### src/rtl/core/fre_pkg.sv
// Shared types, constants and helpers for the frame rotation engine.
package fre_pkg;

   localparam int MAX_SIDE_DEF   = 256;
   localparam int MAX_PIXELS_DEF = 65536;

   localparam int COLOR_W     = 8;
   localparam int PIX_W       = 3 * COLOR_W;
   localparam int COORD_W     = 9;              // width of the size registers
   localparam int PROD_W      = 2 * COORD_W;    // rows times columns
   localparam int ADDR_FULL_W = PROD_W + 1;     // row * width + column
   localparam int MODE_W      = 2;
   localparam int CSR_IDX_W   = 2;
   localparam int CSR_DATA_W  = COORD_W;

   typedef enum logic [MODE_W-1:0] {
      MODE_NONE = 2'd0,
      MODE_CW90 = 2'd1,
      MODE_CCW90 = 2'd2,
      MODE_ROT180 = 2'd3
   } mode_type;

   localparam logic [CSR_IDX_W-1:0] CSR_ROTATE_MODE  = 2'd0;
   localparam logic [CSR_IDX_W-1:0] CSR_FRAME_HEIGHT = 2'd1;
   localparam logic [CSR_IDX_W-1:0] CSR_FRAME_WIDTH  = 2'd2;

   localparam logic OP_LOAD = 1'b0;
   localparam logic OP_READ = 1'b1;

   localparam logic [COORD_W-1:0] SIDE_RESET = 9'd256;

   typedef struct packed {
      mode_type            mode;
      logic [COORD_W-1:0]  height;   // already clamped to 1..max side
      logic [COORD_W-1:0]  width;
   } cfg_type;

   typedef struct packed {
      logic                valid;
      logic                last;
      logic [COORD_W-1:0]  si;
      logic [COORD_W-1:0]  sj;
   } rd_req_type;

   typedef struct packed {
      logic                en;
      logic [PROD_W-1:0]   addr;
      logic [PIX_W-1:0]    data;
   } wr_req_type;

   // Zero acts as one, anything above the max side acts as the max side.
   function automatic logic [COORD_W-1:0] side_limit(input logic [COORD_W-1:0] v,
                                                     input int max_side);
      logic [COORD_W-1:0] res;
      res = v;
      if (v == '0) begin
         res = COORD_W'(1);
      end else if (32'(v) > max_side) begin
         res = COORD_W'(max_side);
      end
      return res;
   endfunction

endpackage

### src/rtl/core/fre_csr.sv
// Configuration registers of the frame rotation engine.
module fre_csr #(
   parameter int MAX_SIDE = fre_pkg::MAX_SIDE_DEF
) (
   input  logic                               clock,
   input  logic                               reset,
   input  logic                               csr_we,
   input  logic [fre_pkg::CSR_IDX_W-1:0]      csr_index,
   input  logic [fre_pkg::CSR_DATA_W-1:0]     csr_data,
   output fre_pkg::cfg_type                   cfg
);

   fre_pkg::cfg_type cfg_ff, cfg_in;

   always_comb begin
      cfg_in = cfg_ff;
      if (csr_we) begin
         case (csr_index)
            fre_pkg::CSR_ROTATE_MODE: begin
               cfg_in.mode = fre_pkg::mode_type'(csr_data[fre_pkg::MODE_W-1:0]);
            end
            fre_pkg::CSR_FRAME_HEIGHT: begin
               cfg_in.height = fre_pkg::side_limit(csr_data, MAX_SIDE);
            end
            fre_pkg::CSR_FRAME_WIDTH: begin
               cfg_in.width = fre_pkg::side_limit(csr_data, MAX_SIDE);
            end
            default: begin
               cfg_in = cfg_ff;
            end
         endcase
      end
   end

   always_ff @(posedge clock) begin
      if (reset) begin
         cfg_ff.mode   <= fre_pkg::MODE_NONE;
         cfg_ff.height <= fre_pkg::side_limit(fre_pkg::SIDE_RESET, MAX_SIDE);
         cfg_ff.width  <= fre_pkg::side_limit(fre_pkg::SIDE_RESET, MAX_SIDE);
      end else begin
         cfg_ff <= cfg_in;
      end
   end

   assign cfg = cfg_ff;

endmodule

### config.mk
export PLATFORM = sky130hd
export DESIGN_NAME = fre_csr
export DESIGN_NICKNAME = d
export VERILOG_FILES = /design/src/rtl/core/fre_pkg.sv /design/src/rtl/core/fre_csr.sv
export SDC_FILE = /design/constraint.sdc
export NUM_CORES = 1
export LEC_CHECK = 0
export BUFFER_PORTS_ARGS = -buffer_cell sky130_fd_sc_hd__buf_4
export CAP_MARGIN = 30
export CELL_PAD_IN_SITES_DETAIL_PLACEMENT = 1
export CELL_PAD_IN_SITES_GLOBAL_PLACEMENT = 2
export CORE_MARGIN = 2
export CORE_UTILIZATION = 29
export CTS_BUF_LIST = sky130_fd_sc_hd__clkbuf_4 sky130_fd_sc_hd__clkbuf_8
export CTS_CLUSTER_DIAMETER = 60
export DETAILED_ROUTE_END_ITERATION = 16
export GPL_ROUTABILITY_DRIVEN = 0
export GPL_TIMING_DRIVEN = 0
export HOLD_SLACK_MARGIN = 0.12
export PLACE_DENSITY = 0.89
export SLEW_MARGIN = 20
export SYNTH_ARGS = -nofsm -noshare
export SYNTH_HDL_FRONTEND = slang
export SYNTH_SLANG_ARGS = --single-unit
### constraint.sdc
create_clock -name clock -period 3.36 [get_ports clock]
set_clock_uncertainty 0.15 [all_clocks]
set_input_delay 1.008 -clock clock [delete_from_list [all_inputs] [get_ports clock]]
set_output_delay 1.008 -clock clock [all_outputs]
set_load 0.02 [all_outputs]
==> results_dict.tcl <==
set metrics [dict create \
    outcome "complete, no violations" \
    rsz0062_at_grt "false" \
    netlist_area_um2 842.1 \
    synth.net_count 112 \
    drv_cap 0 \
    drive_above_1_share_pct 32.84 \
    muxShareOfSynthArea_pct 2.377 \
    leakage_nw 0.4978 \
    setup_violations 0 \
    hold_start "cfg[14]$_SDFFE_PP0P_" \
    grt_usage_pct 14.20 \
    hp-class "reg -> reg" \
    synth-edff-count 0 \
    grt_pass1_vias 805 \
    cp.buffers_inverters 1 \
    synthXorXnorAreaFrac_pct 0 \
    slew_viol_final 0 \
    synthFlopType "dfxtp_1" \
    synth_area_leaders "dfxtp_1 (48%), nand2_1 (14%), a21oi_1 (8.3%)" \
    die_w_um 57.89 \
    worstSetupPathType "reg -> out" \
    hold_viol_final 0 \
    worst_setup_path_start_kind "register" \
    drc 0 \
    worstPathRequired_ns 2.20 \
    antenna_found_initial 0 \
    relSlewSlack_pct 69.15 \
    min_path_cells 2 \
    rr_startpoint "cfg[0]$_SDFFE_PP0P_" \
    synthAdderAreaFrac_pct 0 \
    reg2reg_slack_ns 2.57 \
    cts_resized 0 \
    dp_hpwl_mm 1.749 \
    cp_max_fo 2 \
    ctsHoldBuffers 0 \
    ys_types 17 \
    crit_family "flip-flops" \
    synth_simple_gate_area_share_pct 36.55 \
    vias 793 \
    synth_top_family_by_area "simple AND/OR/NAND/NOR gates" \
    grt_use_met1_pct 16.81 \
    cts_sinks 20 \
    hold_end "cfg[14]$_SDFFE_PP0P_" \
    cts_tree "done" \
    gr-total-overflow 0 \
    power_density_nw_per_um2 390.9 \
    firstDrtPassIters 2 \
    cts_buffer_depth 2 \
    largest_reg_flops 20 \
    clock_latency_ns 0.30 \
    ys_seq_area_share_pct 47.55 \
    root_buffer "clkbuf_4" \
    fill_cells 355 \
    reg2reg_to "cfg[0]$_SDFFE_PP0P_" \
    busiest_layer "met2" \
    n_antenna_cell 0 \
    io_buffers 32 \
    slowest_stage "dfxtp_1" \
    final_antenna_net_count 0 \
    fmax_ghz 0.5071 \
    synth-warning-count 0 \
    use_met2_pct 24.68 \
    worst_pin_slew_ns 0.4628 \
    period_needed_ns 1.972 \
    cts_buffers 3 \
    irDropWorstVdd_v 0.0002435 \
    crit_chain "buf_4" \
    wirelength_mm 2.206 \
    fin_crit_sh_pct 58.69 \
    ios 34 \
    dieArea_um2 3351 \
    h-tree-depth 1 \
    yosysTopAreaCell "dfxtp_1" \
    ys_top_cells_by_count "nand2_1 (32), dfxtp_1 (20), a21oi_1 (14)" \
    yosys.area.top_type_share_pct 47.55 \
    cp_data_arrival_time_ns 0.81 \
    finish.cell_count_without_fillers 165 \
    core_um2 2758 \
    post_drt_wl_per_cell_um 13.37 \
    rows 19 \
    area_growth_pct 37.44 \
    grt_max_degree 12 \
    fin_setup_tns_ns 0 \
    yosysMostFrequentCell "nand2_1" \
    async_flop_share_pct 0 \
    first_iter_violations 8 \
    synth_compound_area_share_pct 10.10 \
    grt_use_met3_pct 3.125 \
    viasPerCell 4.806 \
    path_clk_slew_ns 0.12 \
    cpPeakStageDelay_ns 0.37 \
    dp.cells 161 \
    die-height_um 57.89 \
    nNetsFinal 149 \
    syn_inst 98 \
    synth_seq_cells 20 \
    post_cts_buffers 0 \
    grt_pass1_wl_mm 3.539 \
    r2r.worst_path.cells 2 \
    setup.worst_path.start "cfg[0]$_SDFFE_PP0P_" \
    synth.avg_cell_area_um2 8.592 \
    initial_core_util_pct 30.54 \
    cp-end-kind "output port" \
]
==> final cells by class <==
cell class | count | area (µm²) | area share [%]
Multi-Input combinational cell | 73 | 412.9 | 35.68
Buffer | 5 | 28.78 | 2.486
Tap cell | 31 | 38.79 | 3.351
Sequential cell | 20 | 400.4 | 34.59
Clock buffer | 4 | 36.28 | 3.135
Timing Repair Buffer | 32 | 240.2 | 20.76
==> metrics by stage <==
step                setup slack, ns  hold WS, ns  power [mW]  instance area, µm²  util [%]
finish                        1.388       0.3125      0.4525                1157     41.97
global route                  1.340       0.3402      0.4771                1157     41.97
CTS                           1.372       0.3188      0.4604                1157     41.97
detailed placement            1.162       0.3026      0.3209                1121     40.65
global placement              1.168       0.2970      0.3190                1121     40.65
floorplan                     1.490       0.3845      0.2872               842.1         -
==> report_power, final <==
part,internal [mW],switching [mW],leakage [nW]
Combinational,0.0306,0.0365,0.314
Clock,0.0660,0.0721,0.0210
Sequential,0.244,0.00360,0.162
==> cells in the final DEF (no fill, tap or decap) <==
cell	synthesis	final
nor4_2	1	1
nor2_1	4	4
buf_4	0	32
a211oi_1	2	2
clkbuf_4	0	3
nor4_4	1	1
nand3b_1	4	4
buf_2	2	2
nand2_1	32	32
nor3_2	2	2
and3b_1	2	2
nor3b_2	1	1
buf_6	1	1
clkbuf_8	0	1
clkbuf_1	2	2
and2b_1	7	7
a21oi_1	14	14
dfxtp_1	20	20
mux2i_1	2	2
nor2b_1	1	1
==> worst max path at each step <==
stage	endpoint	slack, ns	depth (start not counted)
floorplan	cfg[0]$_SDFFE_PP0P_	1.49	3
global placement	cfg[9]$_SDFFE_PP0P_	1.17	4
detailed placement	cfg[0]$_SDFFE_PP0P_	1.16	4
CTS	cfg[8]	1.37	1
global route	cfg[0]	1.34	1
finish	cfg[0]	1.39	1
==> metal layers <==
layer  vias up  routed length (µm)
met1       370                 913
met2        24                1118
met4         0                  15
met5         -                   0
met3         2                 158
li1        397                   -
==> cell families (layout without fill, tap and decap cells) <==
| group | count (synthesis) | in the layout |
|---|---|---|
| compound gates | 16 | 16 |
| buf+inv | 5 | 41 |
| flops | 20 | 20 |
| simple gates | 55 | 55 |
| mux | 2 | 2 |
No activity file was read; power rests on OpenSTA's default activity.
