`src/rtl/core/fre_pkg.sv`:
```
// Shared types, constants and helpers for the frame rotation engine.
package fre_pkg;

   localparam int MAX_SIDE_DEF   = 256;
   localparam int MAX_PIXELS_DEF = 65536;

   localparam int COLOR_W     = 8;
   localparam int PIX_W       = 3 * COLOR_W;
   localparam int COORD_W     = 9;              // width of the size registers
   localparam int PROD_W      = 2 * COORD_W;    // rows times columns
   localparam int ADDR_FULL_W = PROD_W + 1;     // row * width + column
   localparam int MODE_W      = 2;
   localparam int CSR_IDX_W   = 2;
   localparam int CSR_DATA_W  = COORD_W;

   typedef enum logic [MODE_W-1:0] {
      MODE_NONE = 2'd0,
      MODE_CW90 = 2'd1,
      MODE_CCW90 = 2'd2,
      MODE_ROT180 = 2'd3
   } mode_type;

   localparam logic [CSR_IDX_W-1:0] CSR_ROTATE_MODE  = 2'd0;
   localparam logic [CSR_IDX_W-1:0] CSR_FRAME_HEIGHT = 2'd1;
   localparam logic [CSR_IDX_W-1:0] CSR_FRAME_WIDTH  = 2'd2;

   localparam logic OP_LOAD = 1'b0;
   localparam logic OP_READ = 1'b1;

   localparam logic [COORD_W-1:0] SIDE_RESET = 9'd256;

   typedef struct packed {
      mode_type            mode;
      logic [COORD_W-1:0]  height;   // already clamped to 1..max side
      logic [COORD_W-1:0]  width;
   } cfg_type;

   typedef struct packed {
      logic                valid;
      logic                last;
      logic [COORD_W-1:0]  si;
      logic [COORD_W-1:0]  sj;
   } rd_req_type;

   typedef struct packed {
      logic                en;
      logic [PROD_W-1:0]   addr;
      logic [PIX_W-1:0]    data;
   } wr_req_type;

   // Zero acts as one, anything above the max side acts as the max side.
   function automatic logic [COORD_W-1:0] side_limit(input logic [COORD_W-1:0] v,
                                                     input int max_side);
      logic [COORD_W-1:0] res;
      res = v;
      if (v == '0) begin
         res = COORD_W'(1);
      end else if (32'(v) > max_side) begin
         res = COORD_W'(max_side);
      end
      return res;
   endfunction

endpackage

```
`src/rtl/core/fre_seq.sv`:
```
// Load and display counters; turns each word into a store write or a store read.
module fre_seq #(
   parameter int MAX_PIXELS = fre_pkg::MAX_PIXELS_DEF
) (
   input  logic                              clock,
   input  logic                              reset,
   input  fre_pkg::cfg_type                  cfg,
   input  logic                              accept,
   input  logic                              op,
   input  logic [fre_pkg::PIX_W-1:0]         pix,
   output fre_pkg::rd_req_type               rd_req,
   output fre_pkg::wr_req_type               wr_req
);

   localparam int CW = fre_pkg::COORD_W;
   localparam int PW = fre_pkg::PROD_W;

   logic [PW-1:0] load_count_ff, load_count_in;
   logic [CW-1:0] row_ff, row_in, col_ff, col_in;
   logic          loaded_ff, loaded_in;
   fre_pkg::rd_req_type rd_ff, rd_in;
   fre_pkg::wr_req_type wr_ff, wr_in;

   logic [PW-1:0] total, count_inc;
   logic          full;
   logic [CW-1:0] rows, cols, rows_m1, cols_m1, r, c;
   logic          last, col_wrap;

   assign total     = PW'(cfg.height) * PW'(cfg.width);
   assign count_inc = load_count_ff + 1'b1;
   assign full      = loaded_ff || (load_count_ff >= total);

   always_comb begin
      if (cfg.mode == fre_pkg::MODE_CW90 || cfg.mode == fre_pkg::MODE_CCW90) begin
         rows = cfg.width;
         cols = cfg.height;
      end else begin
         rows = cfg.height;
         cols = cfg.width;
      end
   end

   assign rows_m1  = rows - 1'b1;
   assign cols_m1  = cols - 1'b1;
   // clamp covers a size change in the middle of a readout
   assign r        = (row_ff < rows) ? row_ff : rows_m1;
   assign c        = (col_ff < cols) ? col_ff : cols_m1;
   assign last     = (row_ff >= rows_m1) && (col_ff >= cols_m1);
   assign col_wrap = ({1'b0, col_ff} + 1'b1) >= {1'b0, cols};

   always_comb begin
      load_count_in = load_count_ff;
      row_in        = row_ff;
      col_in        = col_ff;
      loaded_in     = loaded_ff;
      rd_in         = rd_ff;
      rd_in.valid   = 1'b0;
      wr_in         = wr_ff;
      wr_in.en      = 1'b0;

      case (cfg.mode)
         fre_pkg::MODE_CW90: begin
            rd_in.si = cfg.height - 1'b1 - c;
            rd_in.sj = r;
         end
         fre_pkg::MODE_CCW90: begin
            rd_in.si = c;
            rd_in.sj = cfg.width - 1'b1 - r;
         end
         fre_pkg::MODE_ROT180: begin
            rd_in.si = cfg.height - 1'b1 - r;
            rd_in.sj = cfg.width - 1'b1 - c;
         end
         default: begin
            rd_in.si = r;
            rd_in.sj = c;
         end
      endcase
      rd_in.last = last;

      if (accept) begin
         if (op == fre_pkg::OP_LOAD) begin
            if (full) begin
               loaded_in = 1'b1;
            end else begin
               wr_in.en      = (32'(load_count_ff) < MAX_PIXELS);
               wr_in.addr    = load_count_ff;
               wr_in.data    = pix;
               load_count_in = count_inc;
               loaded_in     = (count_inc >= total);
            end
         end else if (full) begin
            rd_in.valid = 1'b1;
            loaded_in   = 1'b1;
            if (last) begin
               load_count_in = '0;
               row_in        = '0;
               col_in        = '0;
               loaded_in     = 1'b0;
            end else if (col_wrap) begin
               col_in = '0;
               row_in = row_ff + 1'b1;
            end else begin
               col_in = col_ff + 1'b1;
            end
         end
      end
   end

   always_ff @(posedge clock) begin
      if (reset) begin
         load_count_ff <= '0;
         row_ff        <= '0;
         col_ff        <= '0;
         loaded_ff     <= 1'b0;
         rd_ff.valid   <= 1'b0;
         wr_ff.en      <= 1'b0;
      end else begin
         load_count_ff <= load_count_in;
         row_ff        <= row_in;
         col_ff        <= col_in;
         loaded_ff     <= loaded_in;
         rd_ff         <= rd_in;
         wr_ff         <= wr_in;
      end
   end

   assign rd_req = rd_ff;
   assign wr_req = wr_ff;

endmodule

```
`config.mk`:
```
export PLATFORM = sky130hd
export DESIGN_NAME = fre_seq
export DESIGN_NICKNAME = d
export VERILOG_FILES = /design/src/rtl/core/fre_pkg.sv /design/src/rtl/core/fre_seq.sv
export SDC_FILE = /design/constraint.sdc
export NUM_CORES = 1
export LEC_CHECK = 0
export BUFFER_PORTS_ARGS = -buffer_cell sky130_fd_sc_hd__buf_2
export CORE_UTILIZATION = 50
export DETAILED_ROUTE_END_ITERATION = 7
export PLACE_DENSITY = 0.74
export SKIP_LAST_GASP = 1
export SLEW_MARGIN = 20
export SYNTH_ARGS = -nofsm -noshare
export SYNTH_HDL_FRONTEND = slang
export SYNTH_SLANG_ARGS = --single-unit
```
`constraint.sdc`:
```
create_clock -name clock -period 25 [get_ports clock]
set_input_delay 3.75 -clock clock [delete_from_list [all_inputs] [get_ports clock]]
set_output_delay 3.75 -clock clock [all_outputs]
set_load 0.03 [all_outputs]
```
==> impl_metrics.env <==
export IMPL_seq_area_um2=2610
export IMPL_die_area_um2=21700
export IMPL_dr_pass1_iters=5
export IMPL_n_fill_cell=1865
export IMPL_synthArstFlopShare_pct=0
export IMPL_power_total_uw=684
export IMPL_drc=0
export IMPL_min_to="col_ff[0]"
export IMPL_antenna_found_initial=0
export IMPL_power_switching_uw=289
export IMPL_syn_avg_cell_area_um2=9.18
export IMPL_numPortBuffers=110
export IMPL_cp_end_kind="register"
export IMPL_grt_ovfl_total=0
export IMPL_p_sw_share_pct=42.3
export IMPL_fin_area_um2=11600
export IMPL_hpwlAfterDp_um=19800
export IMPL_synthCells=1149
export IMPL_setup_viol=0
export IMPL_yosysSeqAreaShare_pct=24.8
export IMPL_nets=1473
export IMPL_drt_wl_total_um=25800
export IMPL_combPwrFrac_pct=52.2
export IMPL_cts_tree="built"
export IMPL_wl_per_cell_um=17.2
export IMPL_reg2reg_to="rd_req[17]"
export IMPL_cts_hold_buffers=0
export IMPL_cp_max_fo=55
export IMPL_slew_headroom_pct=28.7
export IMPL_grt_max_degree=56
export IMPL_start_util_pct=51.6
export IMPL_clockPowerShare_pct=21.0
export IMPL_fmax_ghz=0.0922
export IMPL_pwr_share_seq_pct=26.8
export IMPL_cts_root_buf="clkbuf_16"
export IMPL_drv_slew=0
export IMPL_rsz0062_at_grt="no"
export IMPL_synth_seq_cells=100
export IMPL_syn_cell_area_um2=10500
export IMPL_cts_reportedPaths_clkPinSlew_ns=0.07
export IMPL_antenna_cells=0
export IMPL_finalWeightedCongestion=0.940
export IMPL_whs_path_depth=2
export IMPL_reg2reg_depth=17
export IMPL_status="completed"
export IMPL_dieHeight_um=147
export IMPL_tightest_slew_ns=1.07
export IMPL_placed_area_um2=11300
export IMPL_timing_rr_start="col_ff[1]"
export IMPL_r2r_slack_ns=20.11
export IMPL_fin_crit_sh_pct=43.4
export IMPL_min_from="col_ff[0]"
export IMPL_clk_latency_ns=0.36
export IMPL_leakagePower_nw=5.33
export IMPL_cts_setup_buffers=0
export IMPL_syn_num_nets=1393
export IMPL_finalHoldViolations=0
export IMPL_worstPathRequired_ns=24.97
export IMPL_period_needed_ns=10.85
export IMPL_finalSetupTns_ns=0
export IMPL_synthDistinctLibCells=67
export IMPL_die_x_um=147
export IMPL_via_count=8836
export IMPL_drt_iter0_drc=526
export IMPL_area_growth_pct=10.0
export IMPL_clock_path_buffers=2
export IMPL_startpoint_type="input pin"
export IMPL_irDropWorstVdd_v=0.0000418
export IMPL_cap_violations=0
export IMPL_path_class="input pin to register"
export IMPL_crit_arrival_ns=10.82
export IMPL_grt_pass1_wl_um=42500
export IMPL_p_int_uw=394
export IMPL_yosys_most_used_dff="edfxtp_1"
export IMPL_numCtsBuffers=9
export IMPL_via_per_inst=5.88
export IMPL_multiInputGateArea_um2=7230
export IMPL_io_pins=111
export IMPL_clock_sinks=100
export IMPL_layout_drive_gt1_share_pct=13.2
export IMPL_cts_resized=0
export IMPL_grt_pass1_vias=8544
export IMPL_yosys_warnings=0
export IMPL_ant_nets=0
export IMPL_synth_edff_count=61
export IMPL_hp_class="register to register"
export IMPL_htreeDepth=3
export IMPL_fin_skew_ns=0.0199
export IMPL_core_um2=20400
export IMPL_rows=52
export IMPL_grtUsageTotal_pct=24.4
export IMPL_power_density_nw_per_um2=58.9
-- placed cells by master, fill, tap and decap left out, drive strengths merged, types with 6 or more instances in the layout --
| cell | instances |
|---|---|
| edfxtp | 61 |
| nand4 | 6 |
| o21ai | 41 |
| and3 | 14 |
| o31ai | 8 |
| buf | 115 |
| and2 | 50 |
| nor4 | 7 |
| nor3 | 22 |
| a31oi | 12 |
| mux2 | 12 |
| a21oi | 52 |
| o211ai | 11 |
| fa | 52 |
| and4 | 7 |
| nand2b | 6 |
| o32ai | 7 |
| xnor2 | 46 |
| o41ai | 7 |
| nand3 | 25 |
| dfxtp | 39 |
| or2 | 6 |
| nor2 | 48 |
| a211oi | 12 |
| mux2i | 41 |
| or3 | 6 |
| o21a | 14 |
| inv | 141 |
| clkbuf | 9 |
| ha | 144 |
| nand2 | 86 |
| a21o | 13 |
| a211o | 7 |
| nor2b | 13 |
| xor2 | 28 |
| a21boi | 9 |
-- critical path, cell delays in order --
cell      delay (ns)
buf_2           0.20
and2_1          0.22
fa_1            0.54
inv_1           0.05
fa_1            0.54
inv_1           0.07
fa_1            0.54
inv_1           0.06
fa_1            0.53
inv_1           0.04
ha_1            0.31
o21a_1          0.17
nor2b_1         0.15
a221o_1         0.34
a211oi_1        0.27
nor2_1          0.10
o41ai_1         0.31
xnor2_1         0.20
ha_1            0.21
or2_2           0.29
a211o_1         0.29
or3_2           0.51
nand3_1         0.17
nand3_1         0.16
inv_2           0.80
-- layer usage --
metal	vias to the layer above	GRT usage (%)	routed length, um
li1	4214	-	-
met1	4312	30.8	10800
met2	256	42.2	13000
met3	54	3.20	1300
met4	0	9.69	702
met5	-	0	0
-- state kept, by name, summed over array words and instances (netlist names) --
| name | cells |
|---|---|
| loaded_ff | 1 |
| row_ff | 9 |
| load_count_ff | 18 |
| wr_req | 43 |
| col_ff | 9 |
| rd_req | 20 |
-- cell usage after synthesis, types with 14 or more instances --
| library cell | count | area (um^2) |
|---|---|---|
| o21a_1 | 14 | 105 |
| xnor2_1 | 46 | 403 |
| ha_1 | 144 | 1800 |
| dfxtp_1 | 39 | 781 |
| xor2_1 | 28 | 245 |
| and2_1 | 49 | 307 |
| edfxtp_1 | 61 | 1830 |
| a21oi_1 | 52 | 260 |
| nand3_1 | 25 | 125 |
| nand2_1 | 86 | 323 |
| and3_1 | 14 | 87.6 |
| nor2_1 | 48 | 180 |
| inv_1 | 137 | 514 |
| nor3_1 | 22 | 110 |
| fa_1 | 52 | 1040 |
| o21ai_0 | 32 | 160 |
| clkbuf_1 | 40 | 150 |
| mux2i_1 | 41 | 410 |
-- power groups by stage --
stage / combinational [mW] / clock, mW / sequential (mW)
floorplan: 0.260 / 0 / 0.197
global placement: 0.346 / 0 / 0.187
detailed placement: 0.354 / 0 / 0.187
CTS: 0.359 / 0.146 / 0.183
global route: 0.405 / 0.152 / 0.183
finish: 0.357 / 0.144 / 0.183
-- stage by stage --
| stage | instances | util (%) | hold slack, ns | setup WS (ns) |
|---|---|---|---|---|
| finish | 1504 | 56.8 | 0.541 | 14.15 |
| detailed placement | 1488 | 55.3 | 0.521 | 13.86 |
| global route | 1504 | 56.8 | 0.549 | 13.72 |
| floorplan | 1149 | - | 0.452 | 13.39 |
| global placement | 1488 | 55.3 | 0.518 | 13.95 |
| CTS | 1504 | 56.8 | 0.542 | 14.20 |
-- worst max-delay path by stage --
stage	startpoint	end	slack [ns]	cells past startpoint
6_report	cfg[12]	wr_req[26]	14.15	25
5_1_grt	cfg[12]	load_count_ff[2]	13.72	27
4_1_cts	cfg[12]	wr_req[40]	14.20	25
3_5_place_dp	cfg[12]	wr_req[11]	13.86	25
3_3_place_gp	cfg[12]	wr_req[10]	13.95	25
2_1_floorplan	cfg[11]	load_count_ff[17]	13.39	26
-- cell families after synthesis --
| group | after synthesis | synth area share (%) |
|---|---|---|
| buffers and inverters | 185 | 6.65 |
| multiplexers | 53 | 5.17 |
| adder cells (fa/ha/maj) | 197 | 27.0 |
| AO/OA/AOI/OAI | 236 | 15.6 |
| AND/OR/NAND/NOR | 304 | 14.7 |
| XOR/XNOR | 74 | 6.14 |
| flip-flops | 100 | 24.8 |
-- area by class of cell --
type | count | area share (%)
Clock inverter | 7 | 0.765
Multi-Input combinational cell | 864 | 62.3
Clock buffer | 9 | 1.94
Sequential cell | 100 | 22.5
Inverter | 139 | 4.49
Timing Repair Buffer | 115 | 5.07
Tap cell | 270 | 2.91
(Power assumes the default switching activity.)
